### src/rtl/upd_pkg.sv
// ----------------------------------------------------------------------------
// upd_pkg
// types, character codes and hex helpers shared by the url percent decoder
// ----------------------------------------------------------------------------
package upd_pkg;

   localparam int UPD_QUEUE_DEPTH = 4;

   localparam logic [7:0] CH_PLUS    = 8'h2B;
   localparam logic [7:0] CH_PERCENT = 8'h25;
   localparam logic [7:0] CH_SPACE   = 8'h20;
   localparam logic [7:0] CH_ZERO    = 8'h30;
   localparam logic [7:0] CH_NINE    = 8'h39;
   localparam logic [7:0] CH_UPPER_A = 8'h41;
   localparam logic [7:0] CH_UPPER_F = 8'h46;
   localparam logic [7:0] CH_LOWER_A = 8'h61;
   localparam logic [7:0] CH_LOWER_F = 8'h66;

   localparam logic [7:0] DIGIT_OFFSET = 8'd48;
   localparam logic [7:0] UPPER_OFFSET = 8'd55;
   localparam logic [7:0] LOWER_OFFSET = 8'd87;

   typedef enum logic [1:0] {
      PH_IDLE  = 2'd0,
      PH_PCT   = 2'd1,
      PH_DIGIT = 2'd2
   } phase_type;

   typedef struct packed {
      logic [7:0] in_byte;
      logic       is_final;
   } req_type;

   typedef struct packed {
      logic [7:0] out_byte;
      logic       run_end;
      logic       string_end;
   } rsp_type;

   // one accepted item's results, waiting between front and back
   typedef struct packed {
      logic [2:0][7:0] bytes;
      logic [1:0]      count;
      logic            fin;
   } work_type;

   typedef struct packed {
      logic full;
      logic valid;
   } q_status_type;

   function automatic logic is_hex(input logic [7:0] c);
      return (c >= CH_ZERO && c <= CH_NINE) ||
             (c >= CH_UPPER_A && c <= CH_UPPER_F) ||
             (c >= CH_LOWER_A && c <= CH_LOWER_F);
   endfunction

   function automatic logic [3:0] hex_value(input logic [7:0] c);
      logic [7:0] v;
      if (c >= CH_ZERO && c <= CH_NINE) begin
         v = c - DIGIT_OFFSET;
      end else if (c >= CH_UPPER_A && c <= CH_UPPER_F) begin
         v = c - UPPER_OFFSET;
      end else if (c >= CH_LOWER_A && c <= CH_LOWER_F) begin
         v = c - LOWER_OFFSET;
      end else begin
         v = 8'd0;
      end
      return v[3:0];
   endfunction

endpackage

### src/rtl/upd_front.sv
// ----------------------------------------------------------------------------
// upd_front
// escape tracking and classification of each input byte into 0..3 results
// ----------------------------------------------------------------------------
module upd_front
   import upd_pkg::*;
(
   input  logic     clock,
   input  logic     reset,
   input  logic     accept,
   input  req_type  req_data,
   output logic     work_push,
   output work_type work_data
);

   phase_type  phase_ff, phase_in;
   logic [7:0] held_ff, held_in;

   always_ff @(posedge clock) begin
      if (reset) begin
         phase_ff <= PH_IDLE;
         held_ff  <= 8'd0;
      end else if (accept) begin
         phase_ff <= phase_in;
         held_ff  <= held_in;
      end
   end

   always_comb begin
      logic [7:0]      c;
      logic            plain;
      logic [1:0]      n;
      logic [2:0][7:0] b;
      phase_type       ph;
      logic [7:0]      hd;
      c     = req_data.in_byte;
      plain = 1'b0;
      n     = 2'd0;
      b     = '0;
      ph    = PH_IDLE;
      hd    = 8'd0;

      unique case (phase_ff)
         PH_PCT: begin
            if (is_hex(c)) begin
               ph = PH_DIGIT;
               hd = c;
            end else begin
               b[0]  = CH_PERCENT;
               n     = 2'd1;
               plain = 1'b1;
            end
         end
         PH_DIGIT: begin
            if (is_hex(c)) begin
               b[0] = {hex_value(held_ff), hex_value(c)};
               n    = 2'd1;
            end else begin
               b[0]  = CH_PERCENT;
               b[1]  = held_ff;
               n     = 2'd2;
               plain = 1'b1;
            end
         end
         default: begin
            plain = 1'b1;
         end
      endcase

      if (plain) begin
         if (c == CH_PLUS) begin
            b[n] = CH_SPACE;
            n    = n + 2'd1;
         end else if (c == CH_PERCENT) begin
            ph = PH_PCT;
            hd = 8'd0;
         end else begin
            b[n] = c;
            n    = n + 2'd1;
         end
      end

      // end of string flushes whatever escape is still pending
      if (req_data.is_final) begin
         if (ph == PH_PCT) begin
            b[n] = CH_PERCENT;
            n    = n + 2'd1;
         end else if (ph == PH_DIGIT) begin
            b[n]        = CH_PERCENT;
            b[n + 2'd1] = hd;
            n           = n + 2'd2;
         end
         ph = PH_IDLE;
         hd = 8'd0;
      end

      phase_in        = ph;
      held_in         = hd;
      work_data.bytes = b;
      work_data.count = n;
      work_data.fin   = req_data.is_final;
      work_push       = accept && (n != 2'd0);
   end

endmodule

### src/rtl/upd_queue.sv
// ----------------------------------------------------------------------------
// upd_queue
// small register queue of work entries between front and back
// ----------------------------------------------------------------------------
module upd_queue
   import upd_pkg::*;
#(
   parameter int DEPTH = UPD_QUEUE_DEPTH
) (
   input  logic         clock,
   input  logic         reset,
   input  logic         push,
   input  work_type     push_data,
   input  logic         pop,
   output work_type     head,
   output q_status_type status
);

   localparam int PTR_W = (DEPTH > 1) ? $clog2(DEPTH) : 1;
   localparam int CNT_W = $clog2(DEPTH + 1);
   localparam logic [PTR_W-1:0] LAST_PTR = PTR_W'(DEPTH - 1);
   localparam logic [CNT_W-1:0] FULL_CNT = CNT_W'(DEPTH);

   work_type         entries_ff [DEPTH];
   logic [PTR_W-1:0] wr_ptr_ff, wr_ptr_in;
   logic [PTR_W-1:0] rd_ptr_ff, rd_ptr_in;
   logic [CNT_W-1:0] count_ff, count_in;
   logic             do_push, do_pop;

   assign status.full  = (count_ff == FULL_CNT);
   assign status.valid = (count_ff != '0);
   assign do_push      = push && !status.full;
   assign do_pop       = pop && status.valid;
   assign head         = entries_ff[rd_ptr_ff];

   always_comb begin
      wr_ptr_in = wr_ptr_ff;
      rd_ptr_in = rd_ptr_ff;
      count_in  = count_ff;
      if (do_push) begin
         wr_ptr_in = (wr_ptr_ff == LAST_PTR) ? '0 : wr_ptr_ff + 1'b1;
      end
      if (do_pop) begin
         rd_ptr_in = (rd_ptr_ff == LAST_PTR) ? '0 : rd_ptr_ff + 1'b1;
      end
      if (do_push && !do_pop) begin
         count_in = count_ff + 1'b1;
      end else if (do_pop && !do_push) begin
         count_in = count_ff - 1'b1;
      end
   end

   always_ff @(posedge clock) begin
      if (reset) begin
         wr_ptr_ff <= '0;
         rd_ptr_ff <= '0;
         count_ff  <= '0;
      end else begin
         wr_ptr_ff <= wr_ptr_in;
         rd_ptr_ff <= rd_ptr_in;
         count_ff  <= count_in;
      end
   end

   always_ff @(posedge clock) begin
      if (do_push) begin
         entries_ff[wr_ptr_ff] <= push_data;
      end
   end

endmodule

### src/rtl/upd_back.sv
// ----------------------------------------------------------------------------
// upd_back
// splits each work entry into beats and holds the result output register
// ----------------------------------------------------------------------------
module upd_back
   import upd_pkg::*;
(
   input  logic         clock,
   input  logic         reset,
   input  work_type     head,
   input  q_status_type q_status,
   output logic         q_pop,
   input  logic         rsp_pop,
   output logic         rsp_empty,
   output rsp_type      rsp_data
);

   logic [1:0] beat_ff, beat_in;
   logic       valid_ff, valid_in;
   rsp_type    data_ff, data_in;
   logic       load, last;

   assign last  = (beat_ff == head.count - 2'd1);
   assign load  = q_status.valid && (!valid_ff || rsp_pop);
   assign q_pop = load && last;

   always_comb begin
      beat_in  = beat_ff;
      valid_in = valid_ff;
      data_in  = data_ff;
      if (load) begin
         valid_in           = 1'b1;
         data_in.out_byte   = head.bytes[beat_ff];
         data_in.run_end    = last;
         data_in.string_end = last && head.fin;
         beat_in            = last ? 2'd0 : beat_ff + 2'd1;
      end else if (rsp_pop) begin
         valid_in = 1'b0;
      end
   end

   always_ff @(posedge clock) begin
      if (reset) begin
         beat_ff  <= 2'd0;
         valid_ff <= 1'b0;
      end else begin
         beat_ff  <= beat_in;
         valid_ff <= valid_in;
      end
   end

   always_ff @(posedge clock) begin
      data_ff <= data_in;
   end

   assign rsp_empty = !valid_ff;
   assign rsp_data  = data_ff;

endmodule

### src/rtl/url_percent_decoder_unit.sv
// ----------------------------------------------------------------------------
// url_percent_decoder_unit
// streaming url form decoder: '+' to space, %hh to one byte, broken escapes
// passed through as literals, pending escape flushed at end of string
// ----------------------------------------------------------------------------
//  channel | ports                        | beat
//  --------+------------------------------+------------------------------------
//  req     | req_push, req_full, req_data | one encoded byte plus end mark
//  rsp     | rsp_pop, rsp_empty, rsp_data | one decoded byte plus end flags
//
//  one input beat is taken per cycle while the work queue has room; the front
//  classifies it in the same cycle into 0..3 result bytes, written as one entry if any
//  the back drains entries at one result beat per cycle while the output
//  register is free or being popped; an item's results pass through a queue
//  entry and then the output register on their way to rsp_data
//  synchronous reset clears the escape phase, the queue and the output
//  register; rsp stalls back up into the queue and only then raise req_full
// ----------------------------------------------------------------------------
module url_percent_decoder_unit
   import upd_pkg::*;
#(
   parameter int QUEUE_DEPTH = UPD_QUEUE_DEPTH
) (
   input  logic    clock,
   input  logic    reset,
   input  logic    req_push,
   output logic    req_full,
   input  req_type req_data,
   input  logic    rsp_pop,
   output logic    rsp_empty,
   output rsp_type rsp_data
);

   q_status_type q_status;
   work_type     work_data;
   work_type     head;
   logic         work_push;
   logic         q_pop;
   logic         accept;

   // full is purely the queue state, never a function of rsp_pop
   assign req_full = q_status.full;
   assign accept   = req_push && !q_status.full;

   // front: escape state machine, turns one byte into at most one work entry
   upd_front u_front (
      .clock     (clock),
      .reset     (reset),
      .accept    (accept),
      .req_data  (req_data),
      .work_push (work_push),
      .work_data (work_data)
   );

   // queue decouples classification from the serializing back end
   upd_queue #(
      .DEPTH (QUEUE_DEPTH)
   ) u_queue (
      .clock     (clock),
      .reset     (reset),
      .push      (work_push),
      .push_data (work_data),
      .pop       (q_pop),
      .head      (head),
      .status    (q_status)
   );

   // back: one result beat per cycle into the output register while it is free or being popped
   upd_back u_back (
      .clock     (clock),
      .reset     (reset),
      .head      (head),
      .q_status  (q_status),
      .q_pop     (q_pop),
      .rsp_pop   (rsp_pop),
      .rsp_empty (rsp_empty),
      .rsp_data  (rsp_data)
   );

   // a full queue always has an entry to drain
   assert property (@(posedge clock) disable iff (reset)
      q_status.full |-> q_status.valid)
      else $error("queue full without a valid head");

   // end of string is only flagged on the last beat of an item
   assert property (@(posedge clock) disable iff (reset)
      (!rsp_empty && rsp_data.string_end) |-> rsp_data.run_end)
      else $error("string_end without run_end");

   // output register comes out of reset empty
   assert property (@(posedge clock) reset |=> rsp_empty)
      else $error("result pending right after reset");

   // the back only pops an entry when it is moving a beat out
   assert property (@(posedge clock) disable iff (reset)
      q_pop |-> q_status.valid && (rsp_empty || rsp_pop))
      else $error("queue popped without a beat leaving");

endmodule
### config.mk
export PLATFORM = sky130hd
export DESIGN_NAME = url_percent_decoder_unit
export DESIGN_NICKNAME = d
export VERILOG_FILES = /design/src/rtl/upd_pkg.sv /design/src/rtl/upd_front.sv /design/src/rtl/upd_queue.sv /design/src/rtl/upd_back.sv /design/src/rtl/url_percent_decoder_unit.sv
export SDC_FILE = /design/constraint.sdc
export NUM_CORES = 1
export LEC_CHECK = 0
export BUFFER_PORTS_ARGS = -buffer_cell sky130_fd_sc_hd__buf_2
export CORE_MARGIN = 2
export CORE_UTILIZATION = 60
export CTS_CLUSTER_SIZE = 20
export DETAILED_ROUTE_END_ITERATION = 8
export PLACE_DENSITY = 0.76
export REMOVE_ABC_BUFFERS = 1
export SLEW_MARGIN = 20
export SYNTH_ARGS = -nofsm -noshare
export SYNTH_HDL_FRONTEND = slang
export SYNTH_SLANG_ARGS = --single-unit
### constraint.sdc
create_clock -name clock -period 5.9 [get_ports clock]
set_input_delay 0.59 -clock clock [delete_from_list [all_inputs] [get_ports clock]]
set_output_delay 0.59 -clock clock [all_outputs]
set_load 0.02 [all_outputs]
==> flow_summary.yaml, run 1 <==
outcome:
  status: "complete, no violations"
global_routing:
  antenna_found_initial: 0
  grtUsageMet1_pct: 34.56
  grt_pass1_wl_um: 23560
  grt_most_used_layer: "met2"
  grtUsageMet3_pct: 5.708
  grt_max_degree: 28
  grt_usage_pct: 25.07
  grt_pass1_vias: 4356
  overflow: 0
  grt_util_met2_pct: 40.25
yosys:
  yosysSeqAreaShare_pct: 58.38
  synth_seq_cells: 140
  syn_area_per_cell_um2: 13.59
  netlist-cell-type-count: 75
  postSynthCellCount: 502
  ys.flop_type: "edfxtp_1"
  synth_edf_count: 118
  synth_area_leaders: "edfxtp_1, mux4_2, dfxtp_1"
  yosysWarnings: 0
  synth_top_area_share_pct: 51.93
  synth_top_area_cell: "edfxtp_1"
  synth-async-reset-ratio_pct: 0
  synthesis.area_mm2: 0.006824
floorplanning:
  io-pin-count: 25
  die_width_um: 110.6
  start_util_pct: 62.13
  die_area_mm2: 0.01224
  die_h_um: 110.6
  num_rows: 38
  core_mm2: 0.01098
drt:
  routedWlPerCell_um: 21.26
  drt-pass1-iter-count: 5
  routed_via_density: 6.332
  drt_wl_total_um: 14410
  first_iter_violations: 307
  ant_nets: 0
  via_count: 4293
  drc: 0
clock_network:
  clockRootBuffer: "clkbuf_16"
  cts_setup_buffers: 0
  h-tree-depth: 4
  cts.sinks: 140
  cts_hold_buf: 0
  cts_inserted_buffers: 17
  clock_tree.buffer_depth: 2
  postCtsResizedCells: 0
  clk_latency_ns: 0.41
  clk_pin_slew_ns: 0.06
  cts_tree: "done"
timing:
  slew_viol_final: 0
  worst_slack_ns: 0.8103
  finalSetupViolCount: 0
  min_period_ns: 5.090
  worst_slew_pin_slew_ns: 0.9781
  worst_hold_slack_ns: 0.4539
  relSlewSlack_pct: 34.79
  final.setup.tns_ns: 0
  fin_skew_ns: 0.009755
  fmax_mhz: 196.5
  grt_setup_unrepaired: "false"
  min_period_over_period_pct: 86.27
  hold_viol: 0
worst_setup_path:
  crit_chain: "buf_2 > inv_1 > ha_1 > o21bai_1 > a21o_1 > a21boi_2 > nand2_1 > a21boi_2 > ha_1 > nand3_1 > o21a_1 > ha_1 > nor2_1 > o31ai_1 > a31oi_2 > a31oi_4 > ha_1 > inv_1 > fa_1 > xor2_1 > or3_1 > a21oi_1"
  cp_max_fo: 12
  worst_ep_required_time_ns: 6.24
  path_class: "primary input to flip-flop"
  start_kind: "primary input"
  path_common_cell: "ha_1"
  slowest_stage: "a21boi_2"
  cp.arrival_ns: 5.43
  cp_slowest_stage_delay_ns: 0.44
  endpoint_kind: "flip-flop"
pwr:
  powerDensity_mw_per_mm2: 396.6
  switching_share_pct: 27.68
  p_comb_share_pct: 21.7
  p_seq_share_pct: 43.9
  clock_power_share_pct: 34.4
  p_int_w: 0.002190
  p_leak_nw: 2.845
  ir_worst_vdd_mv: 0.2362
  p_sw_w: 0.0008385
finish:
  n_antenna_cell: 0
  final_nets: 563
  final_common_cell: "edfxtp_1"
  stdcell_count: 678
  drive_above_1_share_pct: 20.07
  layout_common_cells: "edfxtp_1, nor2_1, inv_1"
  area_delta_synth_final_pct: 11.92
place:
  dp_hpwl_um: 9423
  port_buffers: 24
  routabilityCongestion: 0.9493
  dp_cells: 646
  post-place-ws_ns: 0.4513
min_path:
  min_path_type: "primary input to flip-flop"
job:
  drv_cap: 0
## final timing paths
| check | start | endpoint | slack, ns | depth (start not counted) |
|---|---|---|---|---|
| max | req_data[1] | u_queue.count_ff[2] | 0.81 | 22 |
| max reg2reg | u_front.phase_ff[0] | u_queue.count_ff[2] | 1.57 | 20 |
| min | rsp_pop | u_back.valid_ff | 0.45 | 4 |
| min reg2reg | u_back.valid_ff | u_back.valid_ff | 0.48 | 2 |
## routing by layer
metal | wire (um) | up-vias
met5 | 0 | -
met4 | 288 | 0
met3 | 810 | 26
met2 | 7033 | 158
met1 | 6279 | 2121
li1 | - | 1988
## Yosys cell counts (2+ instances only)
master	count
edfxtp_1	118
nor2_1	34
inv_1	31
mux4_2	27
a21oi_1	24
ha_1	24
nand2_1	24
dfxtp_1	22
nand3_1	16
clkbuf_1	15
mux2i_1	11
o21ai_0	11
buf_2	9
o22ai_1	9
a21o_1	7
a31oi_1	7
nor3_1	7
a22oi_1	5
a32oi_1	5
and2_1	5
nand2b_1	5
nand4_1	5
nor2b_1	5
and3_1	4
a21oi_2	3
a22o_1	3
buf_1	3
o211ai_1	3
xor2_1	3
a211oi_1	2
a21boi_2	2
a31o_1	2
a32o_1	2
nand3b_1	2
nand4b_1	2
o21a_1	2
o21ai_2	2
o21bai_1	2
o22a_1	2
or3_1	2
## final cells by class
type,instances,area [um2]
Sequential cell,140,3985
Fill cell,750,3346
Multi-Input combinational cell,303,2600
Clock buffer,18,429.2
Timing Repair Buffer,32,180.2
Tap cell,140,175.2
Clock inverter,14,151.4
Inverter,31,116.4
## power groups by stage
stage                     clock network, W  logic (W)  registers, W
after floorplan                          0   0.000414       0.00140
after global placement                   0   0.000634       0.00135
after detailed placement                 0   0.000657       0.00135
after CTS                          0.00106   0.000663       0.00134
after global routing               0.00110   0.000717       0.00135
final                              0.00104   0.000656       0.00133
## worst max-delay path, delay by kind of cell
kind | cells | cell delay, ns
buffers and inverters | 3 | 0.42
xor gates and xnor gates | 1 | 0.17
AOI/OAI and AO/OA | 9 | 2.08
and+or+nand+nor | 4 | 0.63
adders and majority gates | 5 | 1.53
## cells by family after synthesis
| kind of cell | after synthesis | synth area share [%] |
|---|---|---|
| xor gates and xnor gates | 4 | 0.5135 |
| muxes | 40 | 10.85 |
| buffers and inverters | 59 | 3.520 |
| adders and majority gates | 25 | 4.694 |
| and+or+nand+nor | 123 | 9.754 |
| AOI/OAI and AO/OA | 111 | 12.28 |
| DFF | 140 | 58.38 |
## through the flow
stage               total power [W]  area (um2)  utilization, %
detailed placement         0.002011        7057           64.25
finish                     0.003029        7637           69.54
floorplan                  0.001810        6700               -
global route               0.003172        7637           69.54
global placement           0.001982        7057           64.25
CTS                        0.003055        7637           69.54
## registers in the layout, indices dropped and copies added (netlist names), named ones only
signal	flops
u_queue.rd_ptr_ff	2
u_back.rsp_data	10
u_queue.entries_ff	108
u_queue.wr_ptr_ff	2
u_front.phase_ff	2
u_back.beat_ff	2
u_front.held_ff	8
u_queue.count_ff	3
u_back.valid_ff	1
Note: power is estimated with default switching activity, not from simulation.
==> inputs of run 2 (changes only) <==
Settings changed: REMOVE_ABC_BUFFERS 1 to not set, TNS_END_PERCENT set to 20.
==> run 2 against run 1 <==
Flip-flop and latch count is the same; sequential power about the same; die area unchanged; non-clock buffer count is 1 lower; power rose by 1.1%; worst setup slack got worse by 0.014 ns; combinational power fell by 1%; count of clock-buffer cells in the layout increased by 3; clock power hardly changed.
==> flow_summary.yaml, run 2 (synthesis results as in run 1) <==
place:
  dp_hpwl_um: 10430
  post-place-ws_ns: 0.4216
  port_buffers: 24
  dp_cells: 645
  routabilityCongestion: 1.000
pwr:
  switching_share_pct: 28.78
  p_comb_share_pct: 21.2
  p_seq_share_pct: 44.2
  clock_power_share_pct: 34.6
  powerDensity_mw_per_mm2: 400.5
  ir_worst_vdd_mv: 0.2801
  p_int_w: 0.002180
  p_sw_w: 0.0008813
  p_leak_nw: 2.850
timing:
  grt_setup_unrepaired: "false"
  final.setup.tns_ns: 0
  fmax_mhz: 195.9
  min_period_over_period_pct: 86.50
  min_period_ns: 5.103
  worst_slew_pin_slew_ns: 0.9923
  finalSetupViolCount: 0
  relSlewSlack_pct: 33.85
  worst_slack_ns: 0.7966
  fin_skew_ns: 0.01258
  hold_viol: 0
  slew_viol_final: 0
clock_network:
  cts_inserted_buffers: 17
  clk_latency_ns: 0.41
  postCtsResizedCells: 0
  cts.sinks: 140
  cts_hold_buf: 0
  clock_tree.buffer_depth: 2
  clk_pin_slew_ns: 0.06
  h-tree-depth: 4
  cts_tree: "done"
  cts_setup_buffers: 0
  clockRootBuffer: "clkbuf_16"
drt:
  drc: 0
  via_count: 4451
  routed_via_density: 6.575
  drt-pass1-iter-count: 5
  ant_nets: 0
  first_iter_violations: 452
  routedWlPerCell_um: 23.69
  drt_wl_total_um: 16040
worst_setup_path:
  critPathTopFamily: "compound AO/OA/AOI/OAI gates"
  endpoint_kind: "flip-flop"
  path_class: "primary input to flip-flop"
  crit_chain: "buf_2 > inv_1 > ha_1 > o21bai_1 > a21o_1 > a21boi_2 > nand2_1 > a21boi_2 > ha_1 > nand3_1 > o21a_1 > ha_1 > nor2_1 > o31ai_1 > a31oi_2 > a31oi_4 > ha_1 > inv_1 > fa_1 > xor2_1 > or3_1 > a21oi_1"
  start_kind: "primary input"
  cp_slowest_stage_delay_ns: 0.47
  path_common_cell: "ha_1"
  cp.arrival_ns: 5.44
  path_buf_inv: 3
  slowest_stage: "a21boi_2"
  r2r_setup_slack_ns: 1.53
  cp_max_fo: 12
  worst_ep_required_time_ns: 6.24
global_routing:
  grt_pass1_wl_um: 24810
  grt_usage_pct: 26.86
  antenna_found_initial: 0
  grt_pass1_vias: 4373
  grt_max_degree: 30
  overflow: 0
floorplanning:
  start_util_pct: 62.13
  io-pin-count: 25
  die_width_um: 110.6
  num_rows: 38
  core_mm2: 0.01098
  die_area_mm2: 0.01224
  die_h_um: 110.6
min_path:
  min_path_type: "primary input to flip-flop"
finish:
  final_common_cell: "edfxtp_1"
  final_nets: 562
  stdcell_count: 677
  drive_above_1_share_pct: 20.67
  layout_common_cells: "edfxtp_1, nor2_1, inv_1"
  regMostFlops: "u_queue.entries_ff"
  area_delta_synth_final_pct: 12.01
  n_antenna_cell: 0
  largest_register_ffs: 108
outcome:
  status: "complete, no violations"
yosys:
  syn-num-nets: 540
job:
  drv_cap: 0
-- run 2: cell types whose count changed in the layout (fill, tap and decap cells not counted), sizes merged --
| cell | change |
|---|---|
| buf | -1 |
| clkinv | -3 |
| bufinv | -1 |
| clkbuf | +3 |
| inv | +2 |
| clkinvlp | -1 |
-- run 2: stage by stage --
step / power [W] / utilization, % / hold slack (ns) / instance area (um2)
6_report: 0.003062 / 69.59 / 0.4525 / 7644
5_1_grt: 0.003182 / 69.59 / 0.4815 / 7644
4_1_cts: 0.003085 / 69.59 / 0.4464 / 7644
3_5_place_dp: 0.002015 / 64.18 / 0.4711 / 7049
3_3_place_gp: 0.001984 / 64.18 / 0.4553 / 7049
2_1_floorplan: 0.001829 / - / 0.4455 / 6824
-- run 2: path summary, 6_finish.rpt --
| path | to | start | depth (start not counted) |
|---|---|---|---|
| max | u_queue.count_ff[2] | req_data[1] | 22 |
| min | u_back.valid_ff | rsp_pop | 4 |
| max reg2reg | u_queue.count_ff[2] | u_front.phase_ff[0] | 20 |
| min reg2reg | u_back.valid_ff | u_back.valid_ff | 2 |
-- run 2: worst min-delay path, stage by stage --
cell	delay, ns
buf_2	0.08
inv_1	0.04
nand2_1	0.06
a21oi_1	0.05
-- run 2: final cells by class --
class	instances	area, um2
tap	140	175.2
fill	753	3339
multi-input combinational	303	2600
timing repair buffer	31	172.7
inverter	31	116.4
clock buffer	21	460.4
sequential	140	3985
clock inverter	11	133.9
-- run 2: power by group through the flow --
stage | Sequential [W] | Clock (W) | Combinational (W)
after detailed placement | 0.00138 | 0 | 0.000640
final | 0.00135 | 0.00106 | 0.000649
after global placement | 0.00137 | 0 | 0.000618
after floorplan | 0.00133 | 0 | 0.000496
after global routing | 0.00138 | 0.00111 | 0.000696
after CTS | 0.00136 | 0.00107 | 0.000655
-- run 2: metal layers --
layer | part of all wire [%] | vias to the layer above | wire length (um) | global-route usage, %
met4 | 2.6 | 0 | 417 | 10.42
met1 | 42 | 2228 | 6670 | 36.99
met3 | 7.1 | 37 | 1139 | 5.324
met2 | 49 | 201 | 7810 | 42.66
met5 | 0 | - | 0 | 0
li1 | - | 1985 | - | -
==> inputs of run 3 (changes only) <==
Clock period 5.9 ns to 5.7 ns, I/O delays scaled along.
==> run 3 against run 2 <==
Register-to-register slack worse by 0.08 ns; critical path type unchanged; count of clock-buffer cells in the layout is 3 lower; via count is 2.0% lower; largest cell class unchanged; die area stayed put; critical path depth stayed put.
==> flow_summary.yaml, run 3 (synthesis results as in run 1) <==
outcome:
  status: "complete, no violations"
drt:
  routedWlPerCell_um: 22.74
  via_count: 4362
  drt-pass1-iter-count: 7
  drc: 0
  drt_wl_total_um: 15440
  first_iter_violations: 327
  routed_via_density: 6.424
  ant_nets: 0
timing:
  fmax_mhz: 208.8
  hold_viol: 0
  worst_hold_slack_ns: 0.4258
  slew_viol_final: 0
  fin_skew_ns: 0.007081
  min_period_ns: 4.790
  finalSetupViolCount: 0
  min_period_over_period_pct: 84.04
  final.setup.tns_ns: 0
  worst_slew_pin_slew_ns: 0.7918
  relSlewSlack_pct: 47.14
  grt_setup_unrepaired: "false"
min_path:
  min_path_cells: 4
  min_path_type: "primary input to flip-flop"
finish:
  multi_input_area_mm2: 0.002600
  largest_register_ffs: 108
  layout_common_cells: "edfxtp_1, nor2_1, inv_1"
  regMostFlops: "u_queue.entries_ff"
  n_antenna_cell: 0
  final_common_cell: "edfxtp_1"
  area_delta_synth_final_pct: 11.94
  final_nets: 564
  fillers: 742
  drive_above_1_share_pct: 20.78
  seqCellArea_mm2: 0.003985
worst_setup_path:
  start_kind: "primary input"
  ff2ff_path_depth: 19
  worst_ep_required_time_ns: 6.04
  cp.arrival_ns: 5.13
  endpoint_kind: "flip-flop"
  path_class: "primary input to flip-flop"
  cp_max_fo: 12
place:
  port_buffers: 24
  routabilityCongestion: 0.9868
  dp_hpwl_um: 10130
clock_network:
  cts_setup_buffers: 0
  clk_latency_ns: 0.41
  postCtsResizedCells: 0
  clockRootBuffer: "clkbuf_16"
  cts_inserted_buffers: 17
  h-tree-depth: 4
  cts_hold_buf: 0
  cts.sinks: 140
  cts_tree: "done"
  clk_pin_slew_ns: 0.06
  clock_tree.buffer_depth: 2
job:
  drv_cap: 0
floorplanning:
  die_h_um: 110.6
  die_area_mm2: 0.01224
  core_mm2: 0.01098
  io-pin-count: 25
  start_util_pct: 62.13
  num_rows: 38
  die_width_um: 110.6
global_routing:
  grt_max_degree: 28
  overflow: 0
  grt_usage_pct: 26.08
  grt_pass1_vias: 4425
  grt_pass1_wl_um: 24290
  antenna_found_initial: 0
pwr:
  p_leak_nw: 2.841
  powerDensity_mw_per_mm2: 411.9
  ir_worst_vdd_mv: 0.4254
yosys:
  syn-num-nets: 540
-- run 3: changes by cell type in the layout (fill, tap and decap cells not counted), moves of 2 or more --
cell / before / now
clkbuf_8: 2 / 0
clkinv_4: 4 / 2
inv_6: 3 / 1
clkinv_1: 0 / 2
buf_4: 7 / 9
clkinvlp_4: 1 / 4
-- run 3: through the flow --
step	power [W]	std cells	setup WS (ns)	util, %	cell area, um2
3_5_place_dp	0.002093	647	0.5390	64.32	7064
5_1_grt	0.003268	679	0.6153	69.55	7639
4_1_cts	0.003164	679	0.9443	69.55	7639
2_1_floorplan	0.001893	502	0.7354	-	6824
6_report	0.003147	679	0.9098	69.55	7639
3_3_place_gp	0.002060	647	0.7265	64.32	7064
-- run 3: layout make-up --
type                            count  area share [%]
Multi-Input combinational cell    303           34.04
Clock inverter                     14           1.900
Tap cell                          140           2.293
Sequential cell                   140           52.17
Clock buffer                       18           5.618
Timing Repair Buffer               33           2.457
Inverter                           31           1.523
-- run 3: final timing paths --
check | from | to | slack [ns]
hold / removal | rsp_pop | u_back.valid_ff | 0.43
setup / recovery | req_data[1] | u_queue.count_ff[2] | 0.91
setup reg to reg | u_front.phase_ff[0] | u_queue.count_ff[2] | 1.45
hold reg to reg | u_back.valid_ff | u_back.valid_ff | 0.47
-- run 3: worst max-delay path: stages --
cell	delay, ns
buf_2	0.24
inv_1	0.13
ha_1	0.28
o21bai_1	0.14
a21o_1	0.27
a21bo_4	0.32
nor2_1	0.15
nand2_1	0.12
ha_1	0.37
nand3_1	0.10
o21a_1	0.17
ha_1	0.29
nor2_1	0.04
o31ai_1	0.25
a31oi_2	0.10
a31oi_4	0.29
ha_1	0.23
inv_1	0.06
fa_1	0.38
xor2_1	0.18
or3_1	0.31
a21oi_1	0.14
-- run 3: where the power goes --
part           total (W)  switching [W]  leakage [nW]  internal (W)
combinational   0.000705       0.000390          1.23      0.000315
clock            0.00107       0.000426         0.269      0.000644
sequential       0.00137      0.0000976          1.34       0.00127
total            0.00315       0.000914          2.84       0.00223
-- run 3: per-layer routing --
metal	track usage [%]	part of all wire, %	up-vias
li1	-	-	1986
met1	34.38	41	2153
met2	43.80	50	197
met3	5.928	6.4	26
met4	7.500	1.9	0
met5	0	0	-
